**src/rtl/gmdfs_pkg.sv**
```systemverilog
// ----------------------------------------------------------------------------
// gmdfs_pkg
// shared types and constants of the grid maze depth-first path search
// ----------------------------------------------------------------------------
package gmdfs_pkg;

    // default grid edge length, handed to the top level parameter
    localparam int GRID_DIM_DEF = 8;

    // fixed field widths
    localparam int COORD_W    = 4;
    localparam int OP_W       = 2;
    localparam int STEP_W     = 7;
    localparam int CFG_IDX_W  = 3;
    localparam int CFG_DATA_W = 4;

    // command codes
    typedef enum logic [OP_W-1:0] {
        OP_MARK   = 2'd0,
        OP_SEARCH = 2'd1,
        OP_CLEAR  = 2'd2
    } opcode_t;

    // configuration register indexes
    typedef enum logic [CFG_IDX_W-1:0] {
        REG_NUM_ROWS  = 3'd0,
        REG_NUM_COLS  = 3'd1,
        REG_START_ROW = 3'd2,
        REG_START_COL = 3'd3,
        REG_GOAL_ROW  = 3'd4,
        REG_GOAL_COL  = 3'd5
    } cfg_reg_t;

    // configuration reset values
    localparam logic [CFG_DATA_W-1:0] NUM_ROWS_RST  = 4'd8;
    localparam logic [CFG_DATA_W-1:0] NUM_COLS_RST  = 4'd8;
    localparam logic [CFG_DATA_W-1:0] START_ROW_RST = 4'd1;
    localparam logic [CFG_DATA_W-1:0] START_COL_RST = 4'd1;
    localparam logic [CFG_DATA_W-1:0] GOAL_ROW_RST  = 4'd8;
    localparam logic [CFG_DATA_W-1:0] GOAL_COL_RST  = 4'd8;

    // input beat
    typedef struct packed {
        logic [OP_W-1:0]    opcode;
        logic [COORD_W-1:0] cell_row;
        logic [COORD_W-1:0] cell_col;
    } cmd_t;

    // output beat
    typedef struct packed {
        logic               found;
        logic [COORD_W-1:0] path_row;
        logic [COORD_W-1:0] path_col;
        logic [STEP_W-1:0]  step_index;
        logic               last;
    } result_t;

endpackage

```
**src/rtl/gmdfs_ram.sv**
```systemverilog
// ----------------------------------------------------------------------------
// gmdfs_ram
// generic single write port, single read port ram with registered read data
// ----------------------------------------------------------------------------
module gmdfs_ram #(
    parameter int WIDTH = 8,
    parameter int DEPTH = 64
) (
    input  logic                     clk,
    input  logic                     wr_en,
    input  logic [$clog2(DEPTH)-1:0] wr_addr,
    input  logic [WIDTH-1:0]         wr_data,
    input  logic [$clog2(DEPTH)-1:0] rd_addr,
    output logic [WIDTH-1:0]         rd_data
);

    logic [WIDTH-1:0] mem_reg [DEPTH];
    logic [WIDTH-1:0] rd_data_reg;

    always_ff @(posedge clk)
    begin
        if (wr_en)
        begin
            mem_reg[wr_addr] <= wr_data;
        end
        rd_data_reg <= mem_reg[rd_addr];
    end

    assign rd_data = rd_data_reg;

endmodule

```
**src/rtl/grid_maze_dfs_path_search.sv**
```systemverilog
// ----------------------------------------------------------------------------
// grid_maze_dfs_path_search
// obstacle grid with a stack-based depth-first path search from start to goal
// ----------------------------------------------------------------------------
// The block keeps a GRID_DIM x GRID_DIM obstacle map and answers three
// commands: mark one obstacle cell, clear the whole map, or search a path from
// the start cell to the goal cell set in the configuration registers.
// Mark and clear give no output beat. A search tries the
// neighbours of the cell on top of the stack in the order right, down, left,
// up, pushes the first free unvisited one and pops dead ends, which stay
// marked. It then streams the path from start to goal, one beat per cell with
// last on the goal, or a single beat with found low when no path exists.
// The search runs at the pace of the cell memory: it first reads and then
// marks the start cell, skips a neighbour outside the grid without a read,
// probes a neighbour with a memory read, then a check and optional push,
// and pops with a stack read of the new top; streaming reads each path beat
// from the stack once the output register is free. Input ready is high
// only while no search is running; a pending output beat does not hold
// off the next command.
module grid_maze_dfs_path_search
    import gmdfs_pkg::*;
#(
    parameter int GRID_DIM = GRID_DIM_DEF
) (
    input  logic                         clk,
    input  logic                         rst_n,
    // command channel
    input  logic                         in_valid,
    output logic                         in_ready,
    input  cmd_t                         in_data,
    // result channel
    output logic                         out_valid,
    input  logic                         out_ready,
    output result_t                      out_data,
    // configuration write port
    input  logic                         cfg_we,
    input  logic [CFG_IDX_W-1:0]         cfg_index,
    input  logic [CFG_DATA_W-1:0]        cfg_data
);

    // coordinate bits per axis, cell address bits, memory slots
    localparam int CW         = (GRID_DIM > 1) ? $clog2(GRID_DIM) : 1;
    localparam int ADDR_W     = 2 * CW;
    localparam int CELL_SLOTS = 1 << ADDR_W;
    localparam int NUM_CELLS  = GRID_DIM * GRID_DIM;
    localparam int DEPTH_W    = $clog2(NUM_CELLS + 1);
    localparam logic [COORD_W-1:0] DIM_C = COORD_W'(GRID_DIM);

    typedef enum logic [9:0] {
        ST_IDLE     = 10'b00_0000_0001,
        ST_START_RD = 10'b00_0000_0010,
        ST_START_WR = 10'b00_0000_0100,
        ST_PROBE    = 10'b00_0000_1000,
        ST_CHECK    = 10'b00_0001_0000,
        ST_POP      = 10'b00_0010_0000,
        ST_LOAD_TOP = 10'b00_0100_0000,
        ST_EMIT_RD  = 10'b00_1000_0000,
        ST_EMIT_LD  = 10'b01_0000_0000,
        ST_MISS     = 10'b10_0000_0000
    } state_t;

    // neighbour order of the search
    typedef enum logic [1:0] {
        DIR_RIGHT = 2'd0,
        DIR_DOWN  = 2'd1,
        DIR_LEFT  = 2'd2,
        DIR_UP    = 2'd3
    } dir_t;

    // 1-based row/column to memory address
    function automatic logic [ADDR_W-1:0] coord_to_addr(
        input logic [COORD_W-1:0] row,
        input logic [COORD_W-1:0] col
    );
        logic [COORD_W-1:0] r0;
        logic [COORD_W-1:0] c0;
        r0 = row - COORD_W'(1);
        c0 = col - COORD_W'(1);
        return {r0[CW-1:0], c0[CW-1:0]};
    endfunction

    // configuration registers
    logic [CFG_DATA_W-1:0] num_rows_reg;
    logic [CFG_DATA_W-1:0] num_cols_reg;
    logic [CFG_DATA_W-1:0] start_row_reg;
    logic [CFG_DATA_W-1:0] start_col_reg;
    logic [CFG_DATA_W-1:0] goal_row_reg;
    logic [CFG_DATA_W-1:0] goal_col_reg;

    // control state
    state_t               state_reg,  state_next;
    dir_t                 dir_reg,    dir_next;
    logic [COORD_W-1:0]   top_row_reg, top_row_next;
    logic [COORD_W-1:0]   top_col_reg, top_col_next;
    logic [DEPTH_W-1:0]   depth_reg,  depth_next;
    logic [DEPTH_W-1:0]   k_reg,      k_next;
    logic                 out_valid_reg, out_valid_next;
    result_t              out_data_reg,  out_data_next;

    // per-entry valid bits: an entry not valid reads as cleared
    logic [CELL_SLOTS-1:0] obs_vld_reg,  obs_vld_next;
    logic [CELL_SLOTS-1:0] mark_vld_reg, mark_vld_next;
    logic                  obs_vld_rd_reg,  obs_vld_rd_next;
    logic                  mark_vld_rd_reg, mark_vld_rd_next;

    // cell memory: bit 1 obstacle, bit 0 visit mark
    logic              cell_we;
    logic [ADDR_W-1:0] cell_waddr;
    logic [1:0]        cell_wdata;
    logic [ADDR_W-1:0] cell_raddr;
    logic [1:0]        cell_rdata;
    logic              cell_rd_en;

    // path stack memory: cell addresses, bottom is the start cell
    logic              stack_we;
    logic [ADDR_W-1:0] stack_waddr;
    logic [ADDR_W-1:0] stack_wdata;
    logic [ADDR_W-1:0] stack_raddr;
    logic [ADDR_W-1:0] stack_rdata;

    // derived values
    logic [COORD_W-1:0] rows_lim;
    logic [COORD_W-1:0] cols_lim;
    logic               start_ok;
    logic               start_is_goal;
    logic [ADDR_W-1:0]  start_addr;
    logic [COORD_W-1:0] nbr_row;
    logic [COORD_W-1:0] nbr_col;
    logic               nbr_ok;
    logic               nbr_is_goal;
    logic [ADDR_W-1:0]  nbr_addr;
    logic               cell_free;
    logic               out_free;
    logic               emit_last;

    gmdfs_ram #(
        .WIDTH (2),
        .DEPTH (CELL_SLOTS)
    ) u_cell_ram (
        .clk     (clk),
        .wr_en   (cell_we),
        .wr_addr (cell_waddr),
        .wr_data (cell_wdata),
        .rd_addr (cell_raddr),
        .rd_data (cell_rdata)
    );

    gmdfs_ram #(
        .WIDTH (ADDR_W),
        .DEPTH (CELL_SLOTS)
    ) u_stack_ram (
        .clk     (clk),
        .wr_en   (stack_we),
        .wr_addr (stack_waddr),
        .wr_data (stack_wdata),
        .rd_addr (stack_raddr),
        .rd_data (stack_rdata)
    );

    // oversized dimensions act as the full grid
    assign rows_lim = (num_rows_reg > DIM_C) ? DIM_C : num_rows_reg;
    assign cols_lim = (num_cols_reg > DIM_C) ? DIM_C : num_cols_reg;

    assign start_ok = (start_row_reg != '0) && (start_row_reg <= rows_lim)
                   && (start_col_reg != '0) && (start_col_reg <= cols_lim);
    assign start_is_goal = (start_row_reg == goal_row_reg)
                        && (start_col_reg == goal_col_reg);
    assign start_addr = coord_to_addr(start_row_reg, start_col_reg);

    // neighbour of the stack top in the current direction
    always_comb
    begin
        nbr_row = top_row_reg;
        nbr_col = top_col_reg;
        case (dir_reg)
            DIR_RIGHT: nbr_col = top_col_reg + COORD_W'(1);
            DIR_DOWN:  nbr_row = top_row_reg + COORD_W'(1);
            DIR_LEFT:  nbr_col = top_col_reg - COORD_W'(1);
            DIR_UP:    nbr_row = top_row_reg - COORD_W'(1);
            default:   nbr_row = top_row_reg;
        endcase
    end

    assign nbr_ok = (nbr_row != '0) && (nbr_row <= rows_lim)
                 && (nbr_col != '0) && (nbr_col <= cols_lim);
    assign nbr_is_goal = (nbr_row == goal_row_reg) && (nbr_col == goal_col_reg);
    assign nbr_addr = coord_to_addr(nbr_row, nbr_col);

    // probed cell is usable when neither a valid obstacle nor a valid mark
    assign cell_free = !(cell_rdata[1] && obs_vld_rd_reg)
                    && !(cell_rdata[0] && mark_vld_rd_reg);

    // output register frees up this edge or is already empty
    assign out_free  = !out_valid_reg || out_ready;
    assign emit_last = ((k_reg + DEPTH_W'(1)) == depth_reg);

    // reads issued only in these states; writes never share their cycle
    assign cell_rd_en = (state_reg == ST_START_RD) || ((state_reg == ST_PROBE) && nbr_ok);

    assign obs_vld_rd_next  = obs_vld_reg[cell_raddr];
    assign mark_vld_rd_next = mark_vld_reg[cell_raddr];

    always_comb
    begin
        state_next     = state_reg;
        dir_next       = dir_reg;
        top_row_next   = top_row_reg;
        top_col_next   = top_col_reg;
        depth_next     = depth_reg;
        k_next         = k_reg;
        out_data_next  = out_data_reg;
        obs_vld_next   = obs_vld_reg;
        mark_vld_next  = mark_vld_reg;
        out_valid_next = out_valid_reg && !out_ready;

        cell_we     = 1'b0;
        cell_waddr  = nbr_addr;
        cell_wdata  = 2'b01;
        cell_raddr  = nbr_addr;
        stack_we    = 1'b0;
        stack_waddr = ADDR_W'(depth_reg);
        stack_wdata = nbr_addr;
        stack_raddr = ADDR_W'(k_reg);

        case (state_reg)
            ST_IDLE:
            begin
                if (in_valid)
                begin
                    case (in_data.opcode)
                        OP_MARK:
                        begin
                            // cells beyond the rows/columns in use are stored
                            if ((in_data.cell_row != '0) && (in_data.cell_row <= DIM_C)
                                && (in_data.cell_col != '0) && (in_data.cell_col <= DIM_C))
                            begin
                                cell_we    = 1'b1;
                                cell_waddr = coord_to_addr(in_data.cell_row,
                                                           in_data.cell_col);
                                cell_wdata = 2'b10;
                                obs_vld_next[cell_waddr] = 1'b1;
                            end
                        end
                        OP_CLEAR:
                        begin
                            obs_vld_next = '0;
                        end
                        OP_SEARCH:
                        begin
                            mark_vld_next = '0;
                            depth_next    = '0;
                            state_next    = start_ok ? ST_START_RD : ST_MISS;
                        end
                        default:
                        begin
                            state_next = ST_IDLE;
                        end
                    endcase
                end
            end

            ST_START_RD:
            begin
                // fetch the start cell so its obstacle bit survives the mark
                cell_raddr = start_addr;
                state_next = ST_START_WR;
            end

            ST_START_WR:
            begin
                cell_we     = 1'b1;
                cell_waddr  = start_addr;
                cell_wdata  = {cell_rdata[1] && obs_vld_rd_reg, 1'b1};
                obs_vld_next[start_addr]  = 1'b1;
                mark_vld_next[start_addr] = 1'b1;
                stack_we     = 1'b1;
                stack_waddr  = '0;
                stack_wdata  = start_addr;
                depth_next   = DEPTH_W'(1);
                top_row_next = start_row_reg;
                top_col_next = start_col_reg;
                dir_next     = DIR_RIGHT;
                k_next       = '0;
                state_next   = start_is_goal ? ST_EMIT_RD : ST_PROBE;
            end

            ST_PROBE:
            begin
                if (nbr_ok)
                begin
                    cell_raddr = nbr_addr;
                    state_next = ST_CHECK;
                end
                else if (dir_reg == DIR_UP)
                begin
                    state_next = ST_POP;
                end
                else
                begin
                    dir_next = dir_t'(dir_reg + 2'd1);
                end
            end

            ST_CHECK:
            begin
                if (cell_free)
                begin
                    // mark and push; the obstacle bit is known clear here
                    cell_we     = 1'b1;
                    cell_waddr  = nbr_addr;
                    cell_wdata  = 2'b01;
                    obs_vld_next[nbr_addr]  = 1'b1;
                    mark_vld_next[nbr_addr] = 1'b1;
                    stack_we     = 1'b1;
                    stack_waddr  = ADDR_W'(depth_reg);
                    stack_wdata  = nbr_addr;
                    depth_next   = depth_reg + DEPTH_W'(1);
                    top_row_next = nbr_row;
                    top_col_next = nbr_col;
                    dir_next     = DIR_RIGHT;
                    k_next       = '0;
                    state_next   = nbr_is_goal ? ST_EMIT_RD : ST_PROBE;
                end
                else if (dir_reg == DIR_UP)
                begin
                    state_next = ST_POP;
                end
                else
                begin
                    dir_next   = dir_t'(dir_reg + 2'd1);
                    state_next = ST_PROBE;
                end
            end

            ST_POP:
            begin
                // dead end stays marked
                if (depth_reg == DEPTH_W'(1))
                begin
                    depth_next = '0;
                    state_next = ST_MISS;
                end
                else
                begin
                    depth_next  = depth_reg - DEPTH_W'(1);
                    stack_raddr = ADDR_W'(depth_reg - DEPTH_W'(2));
                    state_next  = ST_LOAD_TOP;
                end
            end

            ST_LOAD_TOP:
            begin
                top_row_next = COORD_W'(stack_rdata[ADDR_W-1:CW]) + COORD_W'(1);
                top_col_next = COORD_W'(stack_rdata[CW-1:0]) + COORD_W'(1);
                dir_next     = DIR_RIGHT;
                state_next   = ST_PROBE;
            end

            ST_EMIT_RD:
            begin
                if (out_free)
                begin
                    stack_raddr = ADDR_W'(k_reg);
                    state_next  = ST_EMIT_LD;
                end
            end

            ST_EMIT_LD:
            begin
                out_valid_next           = 1'b1;
                out_data_next.found      = 1'b1;
                out_data_next.path_row   = COORD_W'(stack_rdata[ADDR_W-1:CW])
                                         + COORD_W'(1);
                out_data_next.path_col   = COORD_W'(stack_rdata[CW-1:0]) + COORD_W'(1);
                out_data_next.step_index = STEP_W'(k_reg) + STEP_W'(1);
                out_data_next.last       = emit_last;
                k_next                   = k_reg + DEPTH_W'(1);
                state_next               = emit_last ? ST_IDLE : ST_EMIT_RD;
            end

            ST_MISS:
            begin
                if (out_free)
                begin
                    out_valid_next           = 1'b1;
                    out_data_next.found      = 1'b0;
                    out_data_next.path_row   = '0;
                    out_data_next.path_col   = '0;
                    out_data_next.step_index = '0;
                    out_data_next.last       = 1'b1;
                    state_next               = ST_IDLE;
                end
            end

            default:
            begin
                state_next = ST_IDLE;
            end
        endcase
    end

    // configuration writes
    always_ff @(posedge clk or negedge rst_n)
    begin
        if (!rst_n)
        begin
            num_rows_reg  <= NUM_ROWS_RST;
            num_cols_reg  <= NUM_COLS_RST;
            start_row_reg <= START_ROW_RST;
            start_col_reg <= START_COL_RST;
            goal_row_reg  <= GOAL_ROW_RST;
            goal_col_reg  <= GOAL_COL_RST;
        end
        else if (cfg_we)
        begin
            case (cfg_index)
                REG_NUM_ROWS:  num_rows_reg  <= cfg_data;
                REG_NUM_COLS:  num_cols_reg  <= cfg_data;
                REG_START_ROW: start_row_reg <= cfg_data;
                REG_START_COL: start_col_reg <= cfg_data;
                REG_GOAL_ROW:  goal_row_reg  <= cfg_data;
                REG_GOAL_COL:  goal_col_reg  <= cfg_data;
                default:       num_rows_reg  <= num_rows_reg;
            endcase
        end
    end

    // control registers
    always_ff @(posedge clk or negedge rst_n)
    begin
        if (!rst_n)
        begin
            state_reg     <= ST_IDLE;
            dir_reg       <= DIR_RIGHT;
            depth_reg     <= '0;
            k_reg         <= '0;
            out_valid_reg <= 1'b0;
            obs_vld_reg   <= '0;
            mark_vld_reg  <= '0;
        end
        else
        begin
            state_reg     <= state_next;
            dir_reg       <= dir_next;
            depth_reg     <= depth_next;
            k_reg         <= k_next;
            out_valid_reg <= out_valid_next;
            obs_vld_reg   <= obs_vld_next;
            mark_vld_reg  <= mark_vld_next;
        end
    end

    // payload registers
    always_ff @(posedge clk)
    begin
        top_row_reg     <= top_row_next;
        top_col_reg     <= top_col_next;
        out_data_reg    <= out_data_next;
        obs_vld_rd_reg  <= obs_vld_rd_next;
        mark_vld_rd_reg <= mark_vld_rd_next;
    end

    assign in_ready  = (state_reg == ST_IDLE);
    assign out_valid = out_valid_reg;
    assign out_data  = out_data_reg;

    // no cell memory read collides with a write to the same entry
    assert property (@(posedge clk) disable iff (!rst_n)
        !(cell_rd_en && cell_we && (cell_raddr == cell_waddr)))
        else $error("cell memory read and write hit the same entry");

    // the stack is never empty while neighbours are probed
    assert property (@(posedge clk) disable iff (!rst_n)
        (state_reg == ST_PROBE || state_reg == ST_CHECK) |-> (depth_reg != '0))
        else $error("probe with an empty stack");

    // a finished path ends with a step index equal to the stack depth
    assert property (@(posedge clk) disable iff (!rst_n)
        ((state_reg == ST_IDLE) && out_valid_reg
         && out_data_reg.found && out_data_reg.last)
        |-> (out_data_reg.step_index == STEP_W'(depth_reg)))
        else $error("final path beat does not match stack depth");

    // a not-found beat carries no coordinates
    assert property (@(posedge clk) disable iff (!rst_n)
        (out_valid_reg && !out_data_reg.found)
        |-> (out_data_reg.last && (out_data_reg.step_index == '0)
             && (out_data_reg.path_row == '0) && (out_data_reg.path_col == '0)))
        else $error("malformed not-found beat");

endmodule

```
**config.mk**
```make
export PLATFORM = sky130hd
export DESIGN_NAME = grid_maze_dfs_path_search
export DESIGN_NICKNAME = d
export VERILOG_FILES = /design/src/rtl/gmdfs_pkg.sv /design/src/rtl/gmdfs_ram.sv /design/src/rtl/grid_maze_dfs_path_search.sv
export SDC_FILE = /design/constraint.sdc
export NUM_CORES = 1
export LEC_CHECK = 0
export BUFFER_PORTS_ARGS = -buffer_cell sky130_fd_sc_hd__buf_2
export CORE_UTILIZATION = 30
export DETAILED_ROUTE_END_ITERATION = 6
export GPL_TIMING_DRIVEN = 0
export SLEW_MARGIN = 40
export SYNTH_ARGS = -nofsm -noshare
export SYNTH_HDL_FRONTEND = slang
export SYNTH_HIERARCHICAL = 1
export SYNTH_SLANG_ARGS = --single-unit
```
**constraint.sdc**
```tcl
create_clock -name clk -period 7.2 [get_ports clk]
set_input_delay 0.36 -clock clk [delete_from_list [all_inputs] [get_ports clk]]
set_output_delay 0.36 -clock clk [all_outputs]
set_load 0.02 [all_outputs]
```
==> results.cfg, run 1 <==
[flow_run]
max_cap_violations = 0

[clock_network]
root_buffer = clkbuf_16
postCtsSetupBuffers = 0
numClockSinks = 726
clk_latency_ns = 0.67
cts_buffers = 80
cts_buffer_depth = 3
h-tree-depth = 3
clkSlewWorstSetupHoldPaths_ns = 0.06
hold_buffers = 3
cts_resized = 0
cts_tree = built

[global_routing]
grt_max_degree = 72
grt_pass1_vias = 23570
grt-ovfl-total = 0
antenna_found_initial = 3
track_usage_pct = 18.38
grt_pass1_wl_um = 155100

[place]
dp.final_hpwl_um = 72370
dp_cells = 4135
io_buffers = 40
finalWeightedCongestion = 1.019

[detailed_routing]
post_drt_via_cell_ratio = 5.560
wl_per_cell_um = 24.42
wl_um = 104700
drt-pass1-iter-count = 7
drt-initial-drc-count = 3175
num_vias = 23820
antenna_left = 0
drc = 3

[worst_hold_path]
hold_class = in2reg

[setup_path]
crit_path_start_kind = flop
end_kind = flop
crit_fanout = 12
worstSetupPathType = reg2reg
worstPathRequired_ns = 7.74
arrival_ns = 6.19

[timing]
fmax_mhz = 176.8
rsz0062_at_grt = false
max-slew-margin-rel_pct = 37.32
setup-violations-final = 0
slew_violations = 0
min_period_ns = 5.657
hold_viol = 0
worst_slew_pin_slew_ns = 0.9335
skew_ns = 0.07111
fin_tns_setup_ns = 0
fin_crit_sh_pct = 78.56

[layout]
drive_above_1_share_pct = 17.70
multiInputGateArea_um2 = 12200
finish.utilization_pct = 35.30
largest_reg_flops = 384
nets = 2791
fill_cells = 10870
fin_cells = 4285
regArea_um2 = 20810
diodes = 0
syn_to_final_growth_pct = 16.08

[synthesis]
synth_adder_area_share_pct = 1.355
synth_edf_count = 537
yosysTopAreaCellShare_pct = 47.72
synth_area_um2 = 33790
netlist_instances = 2583
avgSynthCellArea_um2 = 13.08
synthArstFlopShare_pct = 24.66
synth_xor_area_share_pct = 1.451
synthMuxAreaShare_pct = 10.36
yosys-top-cells-area = edfxtp_1 (48%), dfrtp_1 (13%), mux4_2 (7.7%)
yosys_warnings = 6
syn_nets = 2641
ys.flop_type = edfxtp_1
synth_largest_area_cell = edfxtp_1
ys_ff_latch = 726
synth_compound_area_share_pct = 10.75
synth_top_family_by_area = simple AND/OR/NAND/NOR gates
seq_area_frac_synth_pct = 61.59
synth-simple-area-share_pct = 11.64
yosysUniqueCellTypes = 92

[floorplanning]
die_w_um = 337.6
dieArea_um2 = 114000
die_h_um = 337.6
io_pins = 41
start_util_pct = 30.41
core_um2 = 111100
floorplan.rows = 122

[pwr]
p_leak_nw = 13.47
irDropWorstVdd_mv = 0.1712
p_per_area_nw_per_um2 = 318.1

[status]
status = finished, violations left
violations = design-rule violations
==> routing by layer <==
layer	part of all wire [%]	GRT usage, %	wire, um
met1	41	24.80	43060
met2	44	27.99	46550
met3	9.3	4.159	9744
met4	5.0	8.578	5276
met5	0.012	0	13
==> synth_stat cells, types with 9 or more instances <==
library cell    n
edfxtp_1      537
nor2_1        264
nand2_1       242
dfrtp_1       172
mux4_2        116
a21oi_1       111
nand3_1       103
o22ai_1        94
clkbuf_1       80
o21ai_0        74
buf_2          54
mux2i_1        38
xnor2_1        36
ha_1           35
inv_1          33
mux2_2         31
nor2b_1        31
o2bb2ai_1      31
a211oi_1       24
and3_1         24
nand4_1        24
a31o_2         23
nor3_1         23
a21boi_0       22
o31ai_1        21
nand2b_1       20
xor2_1         20
o21ai_1        16
a22o_1         15
and2_1         15
a22oi_1        13
o211ai_1       13
o21a_1         13
o221ai_1       13
buf_6          10
dfxtp_1        10
nand3b_1        9
o22a_1          9
==> power by group <==
| part | total [W] | switching (W) | leakage (nW) | internal [W] |
|---|---|---|---|---|
| clock network | 0.00422 | 0.00176 | 1.29 | 0.00246 |
| logic | 0.00330 | 0.00236 | 4.82 | 0.000944 |
| registers | 0.00496 | 0.0000674 | 7.36 | 0.00489 |
==> metrics by stage <==
step / power (W) / hold slack (ns) / cell area [um2] / setup slack (ns)
after floorplan: 0.006889 / 0.06441 / 33790 / 1.951
after global placement: 0.008078 / 0.4462 / 35860 / -2.138
after detailed placement: 0.008218 / 0.3287 / 36450 / 1.624
after CTS: 0.01243 / 0.02494 / 39200 / 1.658
after global routing: 0.01287 / 0.07404 / 39230 / 1.390
final: 0.01248 / 0.05896 / 39230 / 1.543
==> kinds of logic (layout without fill, tap and decap cells) <==
group	count (synthesis)	in the layout
AND/OR/NAND/NOR	828	828
flip-flops	726	726
AO/OA/AOI/OAI	544	544
buffers and inverters	202	416
multiplexers	191	191
XOR/XNOR	56	56
adder cells (fa/ha/maj)	36	36
==> layout make-up <==
cell class	count	share of cell area, %
Tap cell	1488	4.746
Inverter	43	0.4115
Timing Repair Buffer	68	1.659
Clock inverter	47	1.608
Multi-Input combinational cell	1655	31.11
Sequential cell	726	53.06
Buffer	159	2.067
Clock buffer	99	5.336
==> cells in the final DEF, fill, tap and decap left out, drive strengths merged, types with 42 or more instances in the layout <==
| cell | count |
|---|---|
| edfxtp | 537 |
| nor2 | 266 |
| nand2 | 243 |
| clkbuf | 179 |
| dfrtp | 172 |
| buf | 144 |
| mux4 | 122 |
| a21oi | 111 |
| nand3 | 105 |
| o22ai | 94 |
| o21ai | 91 |
| inv | 42 |
==> critical path, cell delays in order (launching register included) <==
cell and delay (ns):
dfrtp_1 0.32, clkbuf_1 0.35, nor2b_1 0.32, fa_1 0.46, mux2i_1 0.39, ha_1 0.34
clkbuf_1 0.35, mux2_2 0.54, inv_2 0.22, buf_2 0.39, buf_2 0.40, buf_2 0.37
mux4_2 0.37, a22oi_1 0.26, a21oi_1 0.13, a211o_1 0.34
==> final timing paths <==
| check | start | to | slack, ns | cells after the start |
|---|---|---|---|---|
| min reg2reg | mark_vld_reg[7]$_DFFE_PN0P_ | mark_vld_reg[7]$_DFFE_PN0P_ | 0.47 | 2 |
| min in group asynchronous | rst_n | mark_vld_reg[0]$_DFFE_PN0P_ | 0.25 | 2 |
| max reg2reg | dir_reg[1]$_DFFE_PN0P_ | u_cell_ram/rd_data[0]$_DFF_P_ | 1.54 | 15 |
| min | cfg_data[1] | start_row_reg[1]$_DFFE_PN0P_ | 0.06 | 3 |
| max in group asynchronous | rst_n | obs_vld_reg[28]$_DFFE_PN0P_ | 6.20 | 3 |
| max | dir_reg[1]$_DFFE_PN0P_ | u_cell_ram/rd_data[0]$_DFF_P_ | 1.54 | 15 |
Power figures use the tool's default switching activity.
==> inputs of run 2 (changes only) <==
==> constraint.sdc (replaced) <==
create_clock -name clk -period 4.95 [get_ports clk]
set_input_delay 0.2475 -clock clk [delete_from_list [all_inputs] [get_ports clk]]
set_output_delay 0.2475 -clock clk [all_outputs]
set_load 0.02 [all_outputs]
==> run 2 against run 1 <==
Net effect:
- the flow now finishes without violations
- global-route usage shrank 0.22 points
- routed wire length down 1.1%
- maximum frequency increased by 16%
- final cell count barely moved
- critical path depth down 1
- hold slack improved by 0.0065 ns
- design area hardly changed
- core utilization hardly changed
- register-to-register slack worse by 1.5 ns
- non-clock buffer count rose by 10
==> results.cfg, run 2 (synthesis results as in run 1) <==
[status]
status = finished, final reports clean

[timing]
setup-violations-final = 0
hold_viol = 0
worst_slew_pin_slew_ns = 0.8947
setup_ws_ns = 0.09217
skew_ns = 0.03763
fmax_mhz = 205.9
min_period_ns = 4.858
rsz0062_at_grt = true
fin_crit_sh_pct = 98.14
holdWs_ns = 0.06543
slew_violations = 0
max-slew-margin-rel_pct = 38.65

[layout]
syn_to_final_growth_pct = 15.96
drive_above_1_share_pct = 18.11
largest_reg_flops = 384
final_cell_mix = edfxtp_1 (537), nor2_1 (264), nand2_1 (241)
fin_cells = 4287
diodes = 0
final_common_cell = edfxtp_1
nets = 2797
fill_cells = 10840

[setup_path]
path_common_cell = buf_4
path_cells = buf_2 > nor2b_1 > fa_1 > mux2i_2 > ha_2 > a211o_1 > nand3_1 > nand2_1 > buf_4 > buf_4 > o41ai_1 > o31ai_1 > o22ai_1 > nor4_2
worstPathRequired_ns = 5.42
crit_fanout = 10
regToRegStartpoint = dir_reg[0]$_DFFE_PN0P_
crit_family = simple AND/OR/NAND/NOR gates
end_kind = flop
critPathMaxStageDelay_ns = 0.48
worstPathBufferInverterCount = 3
arrival_ns = 5.33
worstSetupPathType = reg2reg
crit_start = dir_reg[0]$_DFFE_PN0P_
cp_slowest_cell = fa_1
crit_path_start_kind = flop

[clock_network]
cts_buffer_depth = 3
cts_buffers = 76
cts_tree = built
h-tree-depth = 3
clk_latency_ns = 0.65
clkSlewWorstSetupHoldPaths_ns = 0.06
root_buffer = clkbuf_16
numClockSinks = 726

[detailed_routing]
wl_per_cell_um = 24.14
wl_um = 103500
num_vias = 23360
drt-initial-drc-count = 2762
drc = 0
antenna_left = 0
drt-pass1-iter-count = 7
post_drt_via_cell_ratio = 5.449

[place]
dp_cells = 4135
io_buffers = 40
place_ws_ns = -0.4853
dp.final_hpwl_um = 72510
finalWeightedCongestion = 0.9782

[global_routing]
top_usage_layer = met2
use_met1_pct = 24.80
grt_use_met3_pct = 3.361
track_usage_pct = 18.16
antenna_found_initial = 2
grt-ovfl-total = 0
grt_max_degree = 74
grt_pass1_vias = 23190
grt_pass1_wl_um = 152900
use_met2_pct = 28.27

[floorplanning]
io_pins = 41
core_um2 = 111100
die_w_um = 337.6
dieArea_um2 = 114000
start_util_pct = 30.41
die_h_um = 337.6
floorplan.rows = 122

[pwr]
p_per_area_nw_per_um2 = 453.5
p_leak_nw = 13.47
irDropWorstVdd_mv = 0.2174

[worst_hold_path]
hp-start = cfg_index[1]
hold_class = in2reg

[flow_run]
max_cap_violations = 0
## run 2: changes by cell type in the layout (fill, tap and decap cells not counted), moves of 3 or more
| cell | change |
|---|---|
| buf_2 | -11 |
| clkinvlp_4 | -3 |
| dlygate4sd3_1 | +10 |
| clkbuf_4 | +3 |
| clkbuf_1 | -11 |
| clkinv_16 | -5 |
| clkbuf_8 | +3 |
| bufinv_16 | -3 |
| clkbuf_2 | +8 |
| buf_4 | +10 |
## run 2: final timing paths
| kind | to | slack [ns] | depth (start not counted) |
|---|---|---|---|
| min in group asynchronous | k_reg[6]$_DFFE_PN0P_ | 0.10 | 2 |
| hold reg to reg | mark_vld_reg[11]$_DFFE_PN0P_ | 0.47 | 2 |
| hold / removal | num_cols_reg[3]$_DFFE_PN1P_ | 0.07 | 3 |
| max in group asynchronous | obs_vld_reg[49]$_DFFE_PN0P_ | 4.11 | 3 |
| setup reg to reg | obs_vld_rd_reg$_DFF_P_ | 0.09 | 14 |
| setup / recovery | obs_vld_rd_reg$_DFF_P_ | 0.09 | 14 |
## run 2: report_power, final
group          total, W  switching, W  internal [W]  leakage (nW)
sequential      0.00722      0.000110       0.00711          7.36
clock           0.00574       0.00241       0.00333          1.20
combinational   0.00481       0.00339       0.00142          4.91
total            0.0178       0.00591        0.0119          13.5
## run 2: layer usage
layer | part of all wire [%] | routed length [um]
met1 | 42 | 43280
met2 | 45 | 46960
met3 | 8.7 | 9013
met4 | 4.1 | 4238
met5 | 0.013 | 13
## run 2: final cells by class
cell class	instances	area [um2]	area share, %
clock buffer	99	2071	5.284
timing repair buffer	81	772.0	1.970
sequential	726	20810	53.11
clock inverter	39	414.1	1.057
tap	1488	1862	4.751
inverter	43	161.4	0.4119
multi-input combinational	1655	12240	31.24
buffer	156	850.8	2.171
## run 2: worst register-to-register path, delay by kind of cell, from the launching register on
family | cells | cell delay, ns
flops | 1 | 0.44
buf+inv | 3 | 0.79
compound gates | 4 | 0.93
fa+ha+maj | 2 | 0.73
mux | 1 | 0.32
simple gates | 4 | 1.47
## run 2: through the flow
stage / power, W / instance area, um2 / setup TNS, ns / utilization (%)
2_1_floorplan: 0.01001 / 33790 / 0 / -
6_report: 0.01777 / 39190 / 0 / 35.27
3_3_place_gp: 0.01174 / 35860 / -982.83 / 32.27
5_1_grt: 0.01837 / 39190 / -0.007882 / 35.27
4_1_cts: 0.01773 / 39100 / 0 / 35.19
3_5_place_dp: 0.01196 / 36440 / -3.506 / 32.79
## run 2: repair_timing
action / 4_1_cts / 5_1_grt
hold buffers: 13 / 0
gates resized for setup: 16 / 29
endpoints found under the setup margin: 34 / 85
endpoints found under the hold margin: 205 / 0
setup buffers: 0 / 3
pin swaps: 1 / 2
